<file path="src/design/asw_pkg.sv">
// Shared types and constants for the aliased store watchpoint.
// No dependencies; used by every module in this folder.
`timescale 1ns / 1ps

package asw_pkg;

	localparam int ADDR_W      = 32;
	localparam int MIRROR_BITS = 28;
	localparam int CFG_IDX_W   = 3;

	localparam logic CMD_STORE = 1'b0;
	localparam logic CMD_BLOCK = 1'b1;

	localparam logic [ADDR_W:0] ADDR_LIMIT = {1'b1, {ADDR_W{1'b0}}};

	typedef enum logic [CFG_IDX_W-1:0] {
		REG_MIRROR_ENABLE,
		REG_TILE_BASE,
		REG_HEAP_BASE,
		REG_HEAP_OFFSET,
		REG_HEAP_SPAN,
		REG_WATCH_START,
		REG_WATCH_BYTES,
		REG_RAW_MODE
	} cfg_reg_t;

	typedef struct packed {
		logic [MIRROR_BITS-1:0] mirror_enable;
		logic [ADDR_W-1:0]      tile_base;
		logic [ADDR_W:0]        tile_end;
		logic [ADDR_W-1:0]      heap_base;
		logic [ADDR_W-1:0]      heap_offset;
		logic [ADDR_W-1:0]      heap_span;
		logic [ADDR_W:0]        heap_end;
		logic [ADDR_W-1:0]      watch_start;
		logic [ADDR_W-1:0]      watch_bytes;
		logic [ADDR_W:0]        watch_end;
		logic                   raw_mode;
	} cfg_t;

	typedef struct packed {
		logic              norm;
		logic [ADDR_W-1:0] base;
		logic [ADDR_W-1:0] add;
	} win_t;

endpackage

</file>
<file path="src/design/asw_cfg_regs.sv">
// Configuration register file with precomputed window and watch end bounds.
// Depends on asw_pkg.
`timescale 1ns / 1ps

module asw_cfg_regs #(
	parameter longint TILE_BYTES = 67108864
) (
	input  logic                             clk,
	input  logic                             arst_n,
	input  logic                             cfg_valid,
	output logic                             cfg_ready,
	input  logic [asw_pkg::CFG_IDX_W-1:0]    cfg_index,
	input  logic [asw_pkg::ADDR_W-1:0]       cfg_data,
	output asw_pkg::cfg_t                    cfg
);

	localparam logic [asw_pkg::ADDR_W:0] TILE_BYTES_W = (asw_pkg::ADDR_W + 1)'(TILE_BYTES);
	localparam asw_pkg::cfg_t CFG_RESET = '{tile_end: TILE_BYTES_W, default: '0};

	asw_pkg::cfg_t cfg_q;

	assign cfg_ready = 1'b1;
	assign cfg       = cfg_q;

	always_ff @(posedge clk or negedge arst_n) begin
		if (!arst_n) begin
			cfg_q <= CFG_RESET;
		end else if (cfg_valid && cfg_ready) begin
			case (asw_pkg::cfg_reg_t'(cfg_index))
				asw_pkg::REG_MIRROR_ENABLE: begin
					cfg_q.mirror_enable <= cfg_data[asw_pkg::MIRROR_BITS-1:0];
				end
				asw_pkg::REG_TILE_BASE: begin
					cfg_q.tile_base <= cfg_data;
					cfg_q.tile_end  <= {1'b0, cfg_data} + TILE_BYTES_W;
				end
				asw_pkg::REG_HEAP_BASE: begin
					cfg_q.heap_base <= cfg_data;
					cfg_q.heap_end  <= {1'b0, cfg_data} + {1'b0, cfg_q.heap_span};
				end
				asw_pkg::REG_HEAP_OFFSET: begin
					cfg_q.heap_offset <= cfg_data;
				end
				asw_pkg::REG_HEAP_SPAN: begin
					cfg_q.heap_span <= cfg_data;
					cfg_q.heap_end  <= {1'b0, cfg_q.heap_base} + {1'b0, cfg_data};
				end
				asw_pkg::REG_WATCH_START: begin
					cfg_q.watch_start <= cfg_data;
					cfg_q.watch_end   <= {1'b0, cfg_data} + {1'b0, cfg_q.watch_bytes};
				end
				asw_pkg::REG_WATCH_BYTES: begin
					cfg_q.watch_bytes <= cfg_data;
					cfg_q.watch_end   <= {1'b0, cfg_q.watch_start} + {1'b0, cfg_data};
				end
				asw_pkg::REG_RAW_MODE: begin
					cfg_q.raw_mode <= cfg_data[0];
				end
				default: begin
				end
			endcase
		end
	end

endmodule

</file>
<file path="src/design/asw_window.sv">
// Alias window match: direct RAM, mirrors, tiled view, heap view, in priority order.
// Depends on asw_pkg; purely combinational, all windows compared in parallel.
`timescale 1ns / 1ps

module asw_window #(
	parameter longint RAM_BYTES    = 67108864,
	parameter int     MIRROR_COUNT = 28,
	parameter longint TILE_BYTES   = 67108864
) (
	input  logic                         try_en,
	input  logic [asw_pkg::ADDR_W-1:0]   va,
	input  logic [asw_pkg::ADDR_W:0]     va_end,
	input  logic [asw_pkg::ADDR_W:0]     len,
	input  asw_pkg::cfg_t                cfg,
	output asw_pkg::win_t                win
);

	localparam int BW = asw_pkg::ADDR_W + 2;
	localparam logic [BW-1:0] SPAN_W = BW'(RAM_BYTES);

	logic [31:0]   en_ext;
	logic [BW-1:0] va_x;
	logic [BW-1:0] end_x;
	logic          ok;

	assign en_ext = 32'(cfg.mirror_enable);
	assign va_x   = BW'(va);
	assign end_x  = BW'(va_end);
	assign ok     = try_en && (len != '0) && (va_end <= asw_pkg::ADDR_LIMIT);

	always_comb begin
		logic [BW-1:0] m_lo;
		logic [BW-1:0] m_hi;
		win  = '0;
		m_lo = '0;
		m_hi = '0;
		if (cfg.heap_span != '0 && va >= cfg.heap_base && va_end <= cfg.heap_end) begin
			win.norm = 1'b1;
			win.base = cfg.heap_base;
			win.add  = cfg.heap_offset;
		end
		if (TILE_BYTES != 0 && va >= cfg.tile_base && va_end <= cfg.tile_end) begin
			win.norm = 1'b1;
			win.base = cfg.tile_base;
			win.add  = '0;
		end
		for (int i = MIRROR_COUNT - 1; i >= 0; i--) begin
			m_lo = BW'(longint'(i + 1) * RAM_BYTES);
			m_hi = m_lo + SPAN_W;
			if (en_ext[i[4:0]] && va_x >= m_lo && end_x <= m_hi) begin
				win.norm = 1'b1;
				win.base = m_lo[asw_pkg::ADDR_W-1:0];
				win.add  = '0;
			end
		end
		if (end_x <= SPAN_W) begin
			win.norm = 1'b1;
			win.base = '0;
			win.add  = '0;
		end
		if (!ok) begin
			win = '0;
		end
	end

endmodule

</file>
<file path="src/design/aliased_store_watchpoint.sv">
// Aliased store watchpoint: four-register pipeline, one word accepted per cycle unless stalled.
// Path: a word accepted into stage 1 moves through stages 2 and 3 into the output register.
// Throughput: one word per cycle; stall propagates back through the stages.
// Reset clears all stage valids and the configuration registers (all zero but tile_end = TILE_BYTES).
// Configuration writes are registered when accepted; cfg_ready is held high.
// Depends on asw_pkg, asw_cfg_regs, asw_window.
`timescale 1ns / 1ps

module aliased_store_watchpoint #(
	parameter longint RAM_BYTES    = 67108864,
	parameter int     MIRROR_COUNT = 28,
	parameter longint TILE_BYTES   = 67108864
) (
	input  logic                          clk,
	input  logic                          arst_n,
	input  logic                          cfg_valid,
	output logic                          cfg_ready,
	input  logic [asw_pkg::CFG_IDX_W-1:0] cfg_index,
	input  logic [31:0]                   cfg_data,
	input  logic                          in_valid,
	output logic                          in_stall,
	input  logic                          command,
	input  logic [31:0]                   address,
	input  logic [3:0]                    access_bytes,
	input  logic [31:0]                   block_length,
	input  logic [31:0]                   writer_function,
	input  logic [31:0]                   writer_pc,
	output logic                          out_valid,
	input  logic                          out_stall,
	output logic                          hit,
	output logic [31:0]                   compared_address,
	output logic                          was_normalized,
	output logic [31:0]                   span_low,
	output logic [32:0]                   span_high,
	output logic [31:0]                   hit_function,
	output logic [31:0]                   hit_pc
);

	asw_pkg::cfg_t cfg;
	asw_pkg::win_t win;

	asw_cfg_regs #(
		.TILE_BYTES(TILE_BYTES)
	) u_cfg (
		.clk       (clk),
		.arst_n    (arst_n),
		.cfg_valid (cfg_valid),
		.cfg_ready (cfg_ready),
		.cfg_index (cfg_index),
		.cfg_data  (cfg_data),
		.cfg       (cfg)
	);

	logic en1, en2, en3, en4;
	logic valid_s1, valid_s2, valid_s3, out_valid_q;

	assign en4      = !out_valid_q || !out_stall;
	assign en3      = !valid_s3 || en4;
	assign en2      = !valid_s2 || en3;
	assign en1      = !valid_s1 || en2;
	assign in_stall = !en1;

	// span setup
	logic        is_block, store_ok, blk_gt;
	logic [31:0] blk_lo, lo_d;
	logic [32:0] blk_hi, blk_len, st_len, st_hi, hi_d, len_d;

	always_comb begin
		is_block = (command == asw_pkg::CMD_BLOCK);
		store_ok = access_bytes inside {4'd1, 4'd2, 4'd4, 4'd8};
		blk_gt   = address > block_length;
		blk_lo   = blk_gt ? (address - block_length) : '0;
		blk_hi   = {1'b0, address} + {1'b0, block_length};
		blk_len  = blk_gt ? {block_length, 1'b0} : blk_hi;
		st_len   = store_ok ? 33'(access_bytes) : '0;
		st_hi    = {1'b0, address} + st_len;
		lo_d     = is_block ? blk_lo : address;
		hi_d     = is_block ? blk_hi : st_hi;
		len_d    = is_block ? blk_len : st_len;
	end

	logic        block_s1, try_s1, raw_s1;
	logic [31:0] lo_s1, fn_s1, pc_s1;
	logic [32:0] hi_s1, len_s1;

	always_ff @(posedge clk or negedge arst_n) begin
		if (!arst_n) begin
			valid_s1 <= 1'b0;
		end else if (en1) begin
			valid_s1 <= in_valid;
		end
	end

	always_ff @(posedge clk) begin
		if (en1) begin
			block_s1 <= is_block;
			try_s1   <= is_block || (store_ok && !cfg.raw_mode);
			raw_s1   <= !is_block && store_ok && cfg.raw_mode;
			lo_s1    <= lo_d;
			hi_s1    <= hi_d;
			len_s1   <= len_d;
			fn_s1    <= writer_function;
			pc_s1    <= writer_pc;
		end
	end

	asw_window #(
		.RAM_BYTES    (RAM_BYTES),
		.MIRROR_COUNT (MIRROR_COUNT),
		.TILE_BYTES   (TILE_BYTES)
	) u_window (
		.try_en (try_s1),
		.va     (lo_s1),
		.va_end (hi_s1),
		.len    (len_s1),
		.cfg    (cfg),
		.win    (win)
	);

	logic        block_s2, raw_s2, norm_s2;
	logic [31:0] lo_s2, base_s2, add_s2, fn_s2, pc_s2;
	logic [32:0] hi_s2, len_s2;

	always_ff @(posedge clk or negedge arst_n) begin
		if (!arst_n) begin
			valid_s2 <= 1'b0;
		end else if (en2) begin
			valid_s2 <= valid_s1;
		end
	end

	always_ff @(posedge clk) begin
		if (en2) begin
			block_s2 <= block_s1;
			raw_s2   <= raw_s1;
			norm_s2  <= win.norm;
			base_s2  <= win.base;
			add_s2   <= win.add;
			lo_s2    <= lo_s1;
			hi_s2    <= hi_s1;
			len_s2   <= len_s1;
			fn_s2    <= fn_s1;
			pc_s2    <= pc_s1;
		end
	end

	logic [31:0] offset;
	assign offset = lo_s2 - base_s2 + add_s2;

	logic        st_norm_s3, norm_s3, can_hit_s3;
	logic [31:0] cmp_s3, lo_s3, fn_s3, pc_s3;
	logic [32:0] hi_s3, len_s3;

	always_ff @(posedge clk or negedge arst_n) begin
		if (!arst_n) begin
			valid_s3 <= 1'b0;
		end else if (en3) begin
			valid_s3 <= valid_s2;
		end
	end

	always_ff @(posedge clk) begin
		if (en3) begin
			norm_s3    <= norm_s2;
			st_norm_s3 <= !block_s2 && norm_s2;
			can_hit_s3 <= block_s2 || raw_s2 || norm_s2;
			cmp_s3     <= norm_s2 ? offset : lo_s2;
			lo_s3      <= (!block_s2 && norm_s2) ? offset : lo_s2;
			hi_s3      <= hi_s2;
			len_s3     <= len_s2;
			fn_s3      <= fn_s2;
			pc_s3      <= pc_s2;
		end
	end

	// overlap against [watch_start, watch_end)
	logic [33:0] end_sum;
	logic        hit_d;

	assign end_sum = {2'b00, cmp_s3} + {1'b0, len_s3};
	assign hit_d   = can_hit_s3 && (cfg.watch_bytes != '0) && (len_s3 != '0)
		&& ({1'b0, cmp_s3} < cfg.watch_end)
		&& ({2'b00, cfg.watch_start} < end_sum);

	logic        hit_q, norm_q;
	logic [31:0] cmp_q, lo_q, fn_q, pc_q;
	logic [32:0] hi_q;

	always_ff @(posedge clk or negedge arst_n) begin
		if (!arst_n) begin
			out_valid_q <= 1'b0;
		end else if (en4) begin
			out_valid_q <= valid_s3;
		end
	end

	always_ff @(posedge clk) begin
		if (en4) begin
			hit_q  <= hit_d;
			norm_q <= norm_s3;
			cmp_q  <= cmp_s3;
			lo_q   <= lo_s3;
			hi_q   <= st_norm_s3 ? end_sum[32:0] : hi_s3;
			fn_q   <= fn_s3;
			pc_q   <= pc_s3;
		end
	end

	assign out_valid        = out_valid_q;
	assign hit              = hit_q;
	assign compared_address = cmp_q;
	assign was_normalized   = norm_q;
	assign span_low         = lo_q;
	assign span_high        = hi_q;
	assign hit_function     = fn_q;
	assign hit_pc           = pc_q;

	assert property (@(posedge clk) disable iff (!arst_n)
		out_valid && hit |-> cfg.watch_bytes != '0)
		else $error("hit reported with watch disarmed");

	assert property (@(posedge clk) disable iff (!arst_n)
		out_valid && hit |-> span_high > {1'b0, span_low})
		else $error("hit reported on empty span");

	assert property (@(posedge clk) disable iff (!arst_n)
		in_stall |-> valid_s1 && valid_s2 && valid_s3 && out_valid_q && out_stall)
		else $error("input stalled with room in pipeline");

endmodule

</file>
<file path="config.mk">
export PLATFORM = sky130hd
export DESIGN_NAME = aliased_store_watchpoint
export DESIGN_NICKNAME = d
export VERILOG_FILES = /design/src/design/asw_pkg.sv /design/src/design/asw_cfg_regs.sv /design/src/design/asw_window.sv /design/src/design/aliased_store_watchpoint.sv
export SDC_FILE = /design/constraint.sdc
export NUM_CORES = 2
export LEC_CHECK = 0
export ABC_AREA = 1
export BUFFER_PORTS_ARGS = -buffer_cell sky130_fd_sc_hd__buf_2
export CELL_PAD_IN_SITES_DETAIL_PLACEMENT = 1
export CELL_PAD_IN_SITES_GLOBAL_PLACEMENT = 2
export CORE_MARGIN = 4
export CORE_UTILIZATION = 28
export CTS_CLUSTER_SIZE = 16
export DETAILED_ROUTE_END_ITERATION = 16
export GPL_ROUTABILITY_DRIVEN = 1
export PLACE_DENSITY_LB_ADDON = 0.1
export SLEW_MARGIN = 20
export SYNTH_ARGS = -nofsm -noshare
export SYNTH_HDL_FRONTEND = slang
export SYNTH_SLANG_ARGS = --single-unit
</file>
<file path="constraint.sdc">
create_clock -name clk -period 22.4 [get_ports clk]
set_clock_uncertainty 0.15 [all_clocks]
set_input_delay 1.12 -clock clk [delete_from_list [all_inputs] [get_ports clk]]
set_output_delay 1.12 -clock clk [all_outputs]
set_load 0.02 [all_outputs]
</file>
==> metrics <==
Reg area 30100 µm²; Area Overhead vs Synth 16.58%; Worst Reg-to-Reg Cells 29; asr flop ratio synth 28.33%; Fillers between 20000 and 25000; crit path max-delay cell type nor2_4; Die W 444.9 µm; CP Max Fanout 32; Slew Viols, Final 0; Synth area leader edfxtp_1; DRC Markers 0; H-Tree Depth 3; Worst EP required 22870 ps; Peak VDD IR between 0.06 and 0.07 mV; synthesized instance count 5219; Die ar. 198000 µm²; Initial Utilization 28.14%; Avg Inst Size Synth about 10 µm²; via count between 30000 and 40000; yosys warns 0; GRT overflow 0; number of maximum-capacitance violations 0; DR iter-0 viols 2148; HPWL Detailed 151000 µm; fmax 179.1 MHz; Clk Latency, worst-skew pair around 770 ps; global-route wire length before repair 278400 µm; clock share of power between 20% and 30%; crit path launch type primary input; sw frac 37.62%; routed wire length 190400 µm; Unique masters post-synth 76; leakage power between 0.02 and 0.03 µW; RR Endpoint hit; Multi-input gate area 20370 µm²; TritonCTS clock tree yes; Worst-path clk slew 60 ps; largest net degree at the start of global routing 112; gr usage total 19.10%; Core Footprint 190000 µm²; GPL Wtd Cong 0.8579; DR WL/cell 23.18 µm; RSZ-0062 raised after global routing no; placed cell count about 8000; largest cells by area after synthesis edfxtp_1 (42%), dfrtp_1 (14%), ha_1 (9.1%); most instantiated cells after synthesis nand2_1 (946), edfxtp_1 (754), inv_1 (654); post-route minimum period approximately 5600 ps; share of layout cells above drive strength 1 12.44%; register area share after synthesis between 50% and 60%; TritonCTS Sinks 1052; mapped cell area 53460 µm²; Critical Path Source cfg_index[1]; top-count cell post-synth nand2_1; register bit total from synthesis 1052; # nets final 6181; Worst Tran Pin Value 1044 ps; TritonCTS buffer count ~120; Post-CTS Setup Bufs 0; Crit Path Class in2reg; Data arrival, critical path 6050 ps; R2R setup slack 16900 ps; Initial DRT Pass Iterations 6; Psw roughly 2800 µW; CTS Buffer Depth 3; crit share post-route between 20 and 25%; top cell type's share of synthesized area 42.35%; Max stage delay on crit path about 780 ps; Finished Layout Cells 8212; # hold bufs at CTS 0; status finished clean; PortBufs roughly 340; internal power roughly 4600 µW; Root Driver clkbuf_16; initial antenna violation count 31; number of gates resized after cts 0; Top-Level Pins 339; Hold Vio Cnt, Final 0; EDFF count, synth 754; Top FF cell, synth edfxtp_1; # rows 160; slew margin rel. a little under a third; post-route ant nets 0; share of total power in sequential cells roughly two fifths; Die Height ~440 µm; crit end category flop; Fin Setup TNS 0 ps; vias per inst about 4.7; RR Startpoint cmp_s3[0]; syn nets 5818; combinational power share about a third; # setup viols final 0; Power per Cell Area 119.4 nW/µm²; vias in the first global route 40565; Hold Crit Class in2async
## placed cells by master, fill, tap and decap left out, drive strengths merged, types with 3 or more instances in the layout
| master | instances |
|---|---|
| xnor2 | 45 |
| mux2 | 32 |
| a31oi | 16 |
| o21ai | 634 |
| clkinvlp | 7 |
| dfrtp | 297 |
| bufinv | 16 |
| fa | 37 |
| a21o | 15 |
| buf | 375 |
| o221ai | 5 |
| o41ai | 6 |
| o21a | 9 |
| nand3b | 3 |
| xor2 | 95 |
| nor3 | 39 |
| nand3 | 120 |
| o2111ai | 8 |
| clkbuf | 152 |
| a211oi | 7 |
| o31ai | 16 |
| nand4 | 55 |
| edfxtp | 754 |
| o22ai | 44 |
| and3 | 4 |
| or2 | 19 |
| a21oi | 329 |
| nor2 | 357 |
| nand2 | 957 |
| clkinv | 55 |
| o211ai | 18 |
| a21boi | 8 |
| ha | 389 |
| diode | 11 |
| nor4 | 43 |
| a22oi | 11 |
| o21bai | 23 |
| inv | 674 |
## worst max-delay path: cells and delay by family
family | cells | cell delay [ps]
and+or+nand+nor | 13 | 1960
AOI/OAI and AO/OA | 9 | 1630
buffers and inverters | 6 | 570
muxes | 1 | 420
adders and majority gates | 1 | 340
## registers in the layout (all words and copies together), names as in the netlist, 33 cells and up
| register | count |
|---|---|
| len_s3 | 33 |
| span_high | 33 |
| hi_s1 | 33 |
| len_s1 | 33 |
| hi_s3 | 33 |
| hi_s2 | 33 |
| u_cfg.cfg | 294 |
| len_s2 | 33 |
## per-layer routing
layer	GRT usage, %	vias up	part of all wire, %	wire length (µm)
met1	28.62	18922	51	96310
met2	29.72	648	44	83900
met5	0	-	0	0
met4	3.695	0	1.5	2787
met3	2.314	154	3.9	7388
li1	-	18665	-	-
## final cells by class
| type | count | area share, % |
|---|---|---|
| antenna | 11 | 0.04417 |
| clock buffer | 152 | 5.110 |
| clock inverter | 79 | 1.530 |
| inverter | 673 | 4.088 |
| multi-input combinational | 3359 | 32.69 |
| sequential | 1052 | 48.30 |
| tap | 2511 | 5.041 |
| timing repair buffer | 375 | 3.200 |
## power groups by stage
stage / sequential [µW] / clock, µW / combinational, µW
final: 2990 / 2060 / 2390
after global routing: 3040 / 2220 / 2740
after CTS: 3000 / 2150 / 2440
after detailed placement: 3040 / 0 / 2430
after global placement: 3030 / 0 / 2390
after floorplan: 2930 / 0 / 1540
## per-stage QoR
| step | power, µW | util [%] | hold slack, ps | setup slack [ps] | area, µm² |
|---|---|---|---|---|---|
| after floorplan | 4461 | - | 250.3 | 3972 | 53460 |
| after global placement | 5414 | 30.61 | 250.2 | 16080 | 58150 |
| after detailed placement | 5468 | 30.61 | 255.1 | 16000 | 58150 |
| after CTS | 7589 | 32.79 | 182.7 | 16840 | 62290 |
| after global routing | 8005 | 32.79 | 244.4 | 16130 | 62290 |
| final | 7439 | 32.80 | 215.4 | 16820 | 62320 |
## worst max path at each step
stage	to	slack, ps	cells after the start
3_3_place_gp	u_cfg.cfg[33]	16080	28
5_1_grt	u_cfg.cfg[30]	16130	30
6_report	u_cfg.cfg[30]	16820	30
2_1_floorplan	block_s1	3970	7
3_5_place_dp	u_cfg.cfg[33]	16000	28
4_1_cts	hit	16840	29
## kinds of logic after synthesis
kind of cell,count (synthesis),share of synthesized area [%]
xor gates and xnor gates,140,2.294
AOI/OAI and AO/OA,1156,11.94
and+or+nand+nor,1602,12.52
adders and majority gates,426,10.49
muxes,34,0.7115
DFF,1052,56.31
other,1,0.007015
buffers and inverters,808,5.725
No activity file was read; power rests on OpenSTA's default activity.
